<file path="src/hdl/sev_pkg.sv">
// sev_pkg: widths, item and result types and arithmetic helpers for the
// symmetric 2x2 eigen pipeline. Used by every module under hdl/.
// No dependencies.
`default_nettype none
package sev_pkg;

	localparam int IN_W     = 32;                // matrix entries, eigenvalue outputs
	localparam int AD_W     = IN_W + 1;          // |hxx-hyy| and 2|hxy|
	localparam int RAD_W    = 70;                // radicands: disc^2 and squared length
	localparam int ROOT_W   = RAD_W / 2;         // root bits, one per sqrt step
	localparam int REM_W    = ROOT_W + 3;        // sqrt partial remainder
	localparam int LAM_W    = IN_W + 2;          // unsaturated eigenvalues
	localparam int SUM_W    = LAM_W + 1;         // trace +/- disc
	localparam int VEC_W    = LAM_W + 1;         // candidate vector components
	localparam int DIR_W    = 16;                // Q1.15 direction components
	localparam int DIR_FRAC = DIR_W - 1;
	localparam int NUM_W    = VEC_W + DIR_FRAC;  // divider dividend

	localparam logic [DIR_W-1:0] DIR_MAX_POS = DIR_W'(32767);
	localparam logic [DIR_W-1:0] DIR_MAG_NEG = DIR_W'(32768);

	localparam logic signed [LAM_W-1:0] LAM_SAT_HI = LAM_W'(64'sd2147483647);
	localparam logic signed [LAM_W-1:0] LAM_SAT_LO = LAM_W'(-64'sd2147483648);

	// One in-flight item; each stage fills the fields it owns.
	typedef struct packed {
		logic signed [IN_W-1:0]  a;
		logic signed [IN_W-1:0]  b;
		logic signed [IN_W-1:0]  c;
		logic [AD_W-1:0]         ad;
		logic [AD_W-1:0]         b2;
		logic [RAD_W-1:0]        rad;
		logic [RAD_W-1:0]        alt;
		logic [ROOT_W-1:0]       root;
		logic signed [LAM_W-1:0] maj;
		logic signed [LAM_W-1:0] mnr;
		logic signed [VEC_W-1:0] vx;
		logic signed [VEC_W-1:0] vy;
		logic [NUM_W-1:0]        rx;
		logic [NUM_W-1:0]        ry;
		logic [DIR_W-1:0]        qx;
		logic [DIR_W-1:0]        qy;
		logic                    degen;
	} item_t;

	typedef struct packed {
		logic signed [IN_W-1:0]  lambda_major;
		logic signed [IN_W-1:0]  lambda_minor;
		logic signed [DIR_W-1:0] dir_x;
		logic signed [DIR_W-1:0] dir_y;
		logic                    degenerate;
	} res_t;

	typedef struct packed {
		logic [REM_W-1:0]  rem;
		logic [ROOT_W-1:0] root;
	} sq_t;

	// One digit of the restoring square root: bring down two radicand bits.
	function automatic sq_t sqrt_step(input logic [REM_W-1:0] rem,
			input logic [ROOT_W-1:0] root, input logic [1:0] pair);
		logic [REM_W-1:0] cur;
		logic [REM_W-1:0] trial;
		sq_t r;
		cur   = {rem[REM_W-3:0], pair};
		trial = REM_W'({root, 2'b01});
		if (cur >= trial) begin
			r.rem  = cur - trial;
			r.root = {root[ROOT_W-2:0], 1'b1};
		end else begin
			r.rem  = cur;
			r.root = {root[ROOT_W-2:0], 1'b0};
		end
		return r;
	endfunction

	function automatic logic signed [IN_W-1:0] sat_lam(input logic signed [LAM_W-1:0] x);
		logic signed [LAM_W-1:0] y;
		y = x;
		if (x > LAM_SAT_HI) y = LAM_SAT_HI;
		if (x < LAM_SAT_LO) y = LAM_SAT_LO;
		return IN_W'(y);
	endfunction

	// Signed Q1.15 component from quotient magnitude and sign.
	function automatic logic signed [DIR_W-1:0] dir_sat(input logic neg,
			input logic [DIR_W-1:0] q);
		logic [DIR_W-1:0] m;
		if (neg) begin
			m = (q > DIR_MAG_NEG) ? DIR_MAG_NEG : q;
			return $signed(DIR_W'(-m));
		end
		m = (q > DIR_MAX_POS) ? DIR_MAX_POS : q;
		return $signed(m);
	endfunction

endpackage
`default_nettype wire

</file>
<file path="src/hdl/sev_obuf.sv">
// sev_obuf: output register plus one skid entry at the pipeline tail.
// Holds the whole pipeline only while the skid entry is occupied. Depends on sev_pkg.
`default_nettype none
module sev_obuf (
	input  logic          clk,
	input  logic          arst_n,
	input  logic          p_valid,
	input  sev_pkg::res_t p_data,
	output logic          pipe_en,
	output logic          out_valid,
	input  logic          out_stall,
	output sev_pkg::res_t out_data
);

	logic          out_v_q, skid_v_q;
	sev_pkg::res_t out_q, skid_q;
	logic          take;

	assign take    = out_v_q && !out_stall;
	assign pipe_en = !skid_v_q;

	always_ff @(posedge clk or negedge arst_n) begin
		if (!arst_n) begin
			out_v_q  <= 1'b0;
			skid_v_q <= 1'b0;
		end else if (skid_v_q) begin
			if (take) skid_v_q <= 1'b0;
		end else if (p_valid) begin
			if (!out_v_q || take) out_v_q <= 1'b1;
			else skid_v_q <= 1'b1;
		end else if (take) begin
			out_v_q <= 1'b0;
		end
	end

	always_ff @(posedge clk) begin
		if (skid_v_q) begin
			if (take) out_q <= skid_q;
		end else if (p_valid) begin
			if (!out_v_q || take) out_q <= p_data;
			else skid_q <= p_data;
		end
	end

	assign out_valid = out_v_q;
	assign out_data  = out_q;

`ifndef ASSERT_OFF
	a_skid_needs_out: assert property (@(posedge clk) disable iff (!arst_n)
		skid_v_q |-> out_v_q) else $error("skid entry held with empty output register");
	a_skid_holds: assert property (@(posedge clk) disable iff (!arst_n)
		skid_v_q && out_stall |=> skid_v_q && $stable(skid_q))
		else $error("skid entry lost while output stalled");
	a_park_in_skid: assert property (@(posedge clk) disable iff (!arst_n)
		p_valid && !skid_v_q && out_v_q && out_stall |=> skid_v_q)
		else $error("tail beat dropped instead of parked");
	a_degen_dir: assert property (@(posedge clk) disable iff (!arst_n)
		out_v_q && out_q.degenerate |->
		out_q.dir_x == $signed(sev_pkg::DIR_MAX_POS) && out_q.dir_y == '0)
		else $error("degenerate beat without (1,0) direction");
`endif

endmodule
`default_nettype wire

</file>
<file path="config.mk">
export PLATFORM = sky130hd
export DESIGN_NAME = sev_obuf
export DESIGN_NICKNAME = d
export VERILOG_FILES = /design/src/hdl/sev_pkg.sv /design/src/hdl/sev_obuf.sv
export SDC_FILE = /design/constraint.sdc
export NUM_CORES = 1
export LEC_CHECK = 0
export BUFFER_PORTS_ARGS = -buffer_cell sky130_fd_sc_hd__buf_2
export CAP_MARGIN = 10
export CORE_MARGIN = 4
export CORE_UTILIZATION = 40
export DETAILED_ROUTE_END_ITERATION = 8
export REMOVE_ABC_BUFFERS = 1
export SLEW_MARGIN = 40
export SYNTH_ARGS = -nofsm -noshare
export SYNTH_HDL_FRONTEND = slang
export SYNTH_SLANG_ARGS = --single-unit
</file>
<file path="constraint.sdc">
create_clock -name clk -period 8.14 [get_ports clk]
set_input_delay 1.221 -clock clk [delete_from_list [all_inputs] [get_ports clk]]
set_output_delay 1.221 -clock clk [all_outputs]
set_load 0.01 [all_outputs]
</file>
* Yosys cells after proc, flatten, opt, wreduce, memory -nomap -nowiden
Index checks and enable logic that the tools add are counted.
** Operators by class
- Eq/ne operators :: 2
- Muxes and demuxes :: 11
- Bitwise gates (word level) :: 2
- Reduce and logical (&&, ||, !) cells :: 11
** Operators by type and width (number)
- $mux 97 :: 4
- $reduce_and 3->1 :: 3
- $mux 1 :: 7
- $reduce_bool 2->1 :: 3
- $ne 2x1->1 const B :: 2
- $logic_not 1->1 :: 3
- $not 1->1 :: 2
- $logic_and 1x1->1 :: 1
- $logic_or 1x1->1 :: 1
** Word-level totals
- Bits in registers :: 196
- Bits of input ports :: 101
- Logic and storage cells :: 38

* Longest topological paths before layout
- Word-level depth :: 6
- Mapped depth :: 4
- Depth with buffers taken out :: 2

* Worst setup path before layout
OpenSTA, ideal clock, no wires.
- Path kind :: input -> register
- Start point :: input out_stall
- End point :: register out_q, in the netlist out_data[0] (enable)
- Library setup time :: 0.579 ns
- Arrival time :: 5.901 ns
- Data required time :: 7.561 ns
- Slack :: 1.660 ns
- Cell stages on the path :: 2
- Cell sequence :: nand2_1 -> a21boi_1
** Between the ends
- Word-level cells in the longest chain between the ends :: 5
- Elaborated cells between the ends (all ways) :: 6
- Those cells by class :: 1 x eq/ne; 5 x reduce/logical
** Ends and longest elaborated chain
- start: declaration :: line sev_obuf.sv:11 : input logic out_stall,
- $logic_not 1->1 (*) :: line sev_obuf.sv:19 : assign take = out_v_q && !out_stall;
- $logic_and 1x1->1 (*) :: line sev_obuf.sv:19
- $logic_or 1x1->1 :: line sev_obuf.sv:40 : if (!out_v_q || take) out_q <= p_data;
- $reduce_bool 2->1 (no source line)
- $reduce_and 3->1 (no source line) (*)
- end signal: assignment :: line sev_obuf.sv:38 : if (take) out_q <= skid_q;
- end signal: assignment :: line sev_obuf.sv:40
- end: declaration :: line sev_obuf.sv:16 : sev_pkg::res_t out_q, skid_q;
Mark *: on every way between the ends. The rest lies on a longest branch, timed or not.
A chain may end at the register's enable or synchronous reset.

* Worst setup path in the final report
- Start point :: register skid_v_q
- End point :: output pipe_en
** Between the ends
- Word-level cells in the longest chain between the ends :: 1
** Ends and longest elaborated chain
- start: declaration :: line sev_obuf.sv:15 : logic out_v_q, skid_v_q;
- start signal: assignment :: line sev_obuf.sv:25 : skid_v_q <= 1'b0;
- start signal: assignment :: line sev_obuf.sv:27 : if (take) skid_v_q <= 1'b0;
- start signal: assignment :: line sev_obuf.sv:30 : else skid_v_q <= 1'b1;
- $logic_not 1->1 :: line sev_obuf.sv:20 : assign pipe_en = !skid_v_q;
- end: declaration :: line sev_obuf.sv:9 : output logic pipe_en,
No other way between the ends.

==> impl_metrics.tcl <==
set metrics [dict create \
    clkSlewWorstSetupHoldPaths_ns 0.06 \
    syn2layout_area_growth_pct 25.2 \
    vias 3569 \
    synth_ff_type "edfxtp_1" \
    clkLatencyLatePin_ns 0.42 \
    ys_seq_area_frac 0.793 \
    top_layer_used "met5" \
    wl_per_cell_um 18.0 \
    synth_area_leader_cell "edfxtp_1" \
    cts_hold_buf 0 \
    start_util 0.410 \
    met2WireLength_um 6690 \
    ant_nets 0 \
    critPathLaunchType "flip-flop" \
    dp_slack_ns 5.03 \
    grt_usage 0.130 \
    worstReg2RegEnd "skid_q[54]" \
    cp.required_ns 6.92 \
    cts_setup_buffers 0 \
    netlist.area_leader.share 0.786 \
    nets 630 \
    arrival_ns 2.12 \
    synthCells 315 \
    post-synth-top-count-cell "edfxtp_1" \
    path_cells "buf_4, inv_1, buf_2" \
    skew_ns 0.00597 \
    worst_slack_ns 4.79 \
    core.rowCount 49 \
    clock_path_buffers 2 \
    rsz0062_at_grt "no" \
    status "complete, no violations" \
    die-width_um 144 \
    hold_viol_final 0 \
    grt_overflow_total 0 \
    core-area_mm2 0.0181 \
    cp.depth 3 \
    met1_length_um 5810 \
    startpoint "skid_v_q" \
    yosys-top-cells-area "edfxtp_1 79%, mux2_4 15%, mux2_2 3.2%" \
    grt_pass1_wl_um 20200 \
    reg2reg_depth 3 \
    numCtsBuffers 17 \
    cellPowerDensity_mw_per_mm2 355 \
    diodes 0 \
    dieArea_mm2 0.0208 \
    drt_iter0_markers 159 \
    wl_um 13900 \
    drc 0 \
    critPathTopFamily "buffers and inverters" \
    grt_max_degree 57 \
    yosysUniqueCellTypes 14 \
    cp_slowest_cell "dfrtp_4" \
    whs_ns 0.525 \
    place_hpwl_um 9700 \
    worstPathMaxFanout 43 \
    crit_end "pipe_en" \
    r2r-start "skid_v_q" \
    regToRegSetupSlack_ns 5.52 \
    drive_gt1_frac 0.614 \
    cap_violations 0 \
    critPathBufInv 3 \
    synth-edff-count 194 \
    cts_sinks 196 \
    io_buffers 199 \
    routed-wl-met3_um 1190 \
    avgSynthCellArea_um2 23.5 \
    power.leakage_nw 3.66 \
    slew_viol_final 0 \
    grt_pass1_vias 3612 \
    finalCriticalPeriod_ns 3.35 \
    post_drt_via_cell_ratio 4.64 \
    yosys_warnings 0 \
    hold_depth 1 \
    async_flop_share 0.0102 \
    worst_slew_pin_slew_ns 0.749 \
    slew_headroom 0.500 \
    firstDrtPassIters 4 \
    netlist_area_mm2 0.00741 \
    fmax_mhz 299 \
    antenna_found_initial 1 \
    critPathMaxStageDelay_ns 0.74 \
    cts_tree "done" \
    cts_resized 0 \
    die_h_um 144 \
    synth_commonest_cells "194 x edfxtp_1, 76 x mux2_4, 21 x mux2_2" \
    ios 200 \
    place_congestion 0.728 \
    worstSetupPathType "reg -> out" \
    yosys_register_bits 196 \
    fin_crit_sh 0.411 \
    cts_root_buf "clkbuf_16" \
    cts_max_level 4 \
    cp-end-kind "primary output" \
    peakVddDrop_v 0.000259 \
    fin_tns_setup_ns 0 \
    hp-class "reg -> reg" \
    setup-violations-final 0 \
]
## where the power goes
| group | leakage [nW] | internal [mW] | switching (mW) |
|---|---|---|---|
| Sequential | 1.83 | 1.47 | 0.0973 |
| Clock | 0.278 | 0.482 | 0.344 |
| Combinational | 1.55 | 0.434 | 0.464 |
## worst min path at each step
stage / from / end / slack (ns)
final: out_valid / skid_v_q / 0.53
after detailed placement: out_valid / skid_v_q / 0.52
after floorplan: skid_q[0] / out_data[0] / 0.52
after global placement: out_valid / skid_v_q / 0.50
after CTS: out_valid / skid_v_q / 0.53
after global routing: arst_n / out_valid / 0.55
## layout make-up
cell class	count	area, um2
inverters	2	7.51
fillers	1494	8810
multi-input cells	106	1440
repair buffers	206	1090
well taps	229	287
clock buffers	22	444
clock inverters	9	130
flip-flops and latches	196	5880
## flip-flops by register name (all words and copies together), names as in the netlist
name       cells
skid_q        97
out_valid      1
skid_v_q       1
out_data      97
## worst reg2reg max path, cell delays in order (launching register included)
cell and delay, ns:
dfrtp_4 0.68, nand2b_1 0.34, nor2_4 0.50, buf_4 0.71
## routing by layer
layer  vias up  global-route usage
met5         -                   0
met4         2              0.0476
met3        12              0.0529
met2       121               0.205
met1      1757               0.163
li1       1677                   -
## logic make-up (layout without fill, tap and decap cells)
| kind of cell | Yosys count | after routing | synth area share |
|---|---|---|---|
| buffers and inverters | 13 | 239 | 0.0155 |
| muxes | 97 | 97 | 0.186 |
| and+or+nand+nor | 5 | 5 | 0.00287 |
| DFF | 196 | 196 | 0.793 |
| AOI/OAI and AO/OA | 4 | 4 | 0.00304 |
## cells in the final DEF (no fill, tap or decap)
cell        Yosys  final
a21boi_4        0      1
clkinv_2        0      3
buf_2           2    199
bufinv_16       0      3
mux2_2         21     21
clkbuf_16       0     17
buf_12          0      1
nand2b_1        1      1
dfrtp_4         0      1
edfxtp_1      194    194
dfrtp_1         2      1
buf_4           1      4
nor2_4          0      1
mux2_4         76     76
a21oi_1         2      2
buf_16          0      1
clkinvlp_4      0      1
inv_6           0      1
clkbuf_1        0      5
o21ai_0         1      1
buf_8           0      1
inv_1           2      2
nand2_1         3      3
clkinv_4        0      1
## metrics by stage
stage | util | power [mW] | instance area, um2 | std cells
2_1_floorplan | - | 2.28 | 7300 | 304
3_3_place_gp | 0.478 | 2.48 | 8640 | 736
3_5_place_dp | 0.481 | 2.51 | 8700 | 739
4_1_cts | 0.513 | 3.35 | 9280 | 770
5_1_grt | 0.513 | 3.46 | 9280 | 770
6_report | 0.513 | 3.30 | 9280 | 770
(Power assumes the default switching activity.)
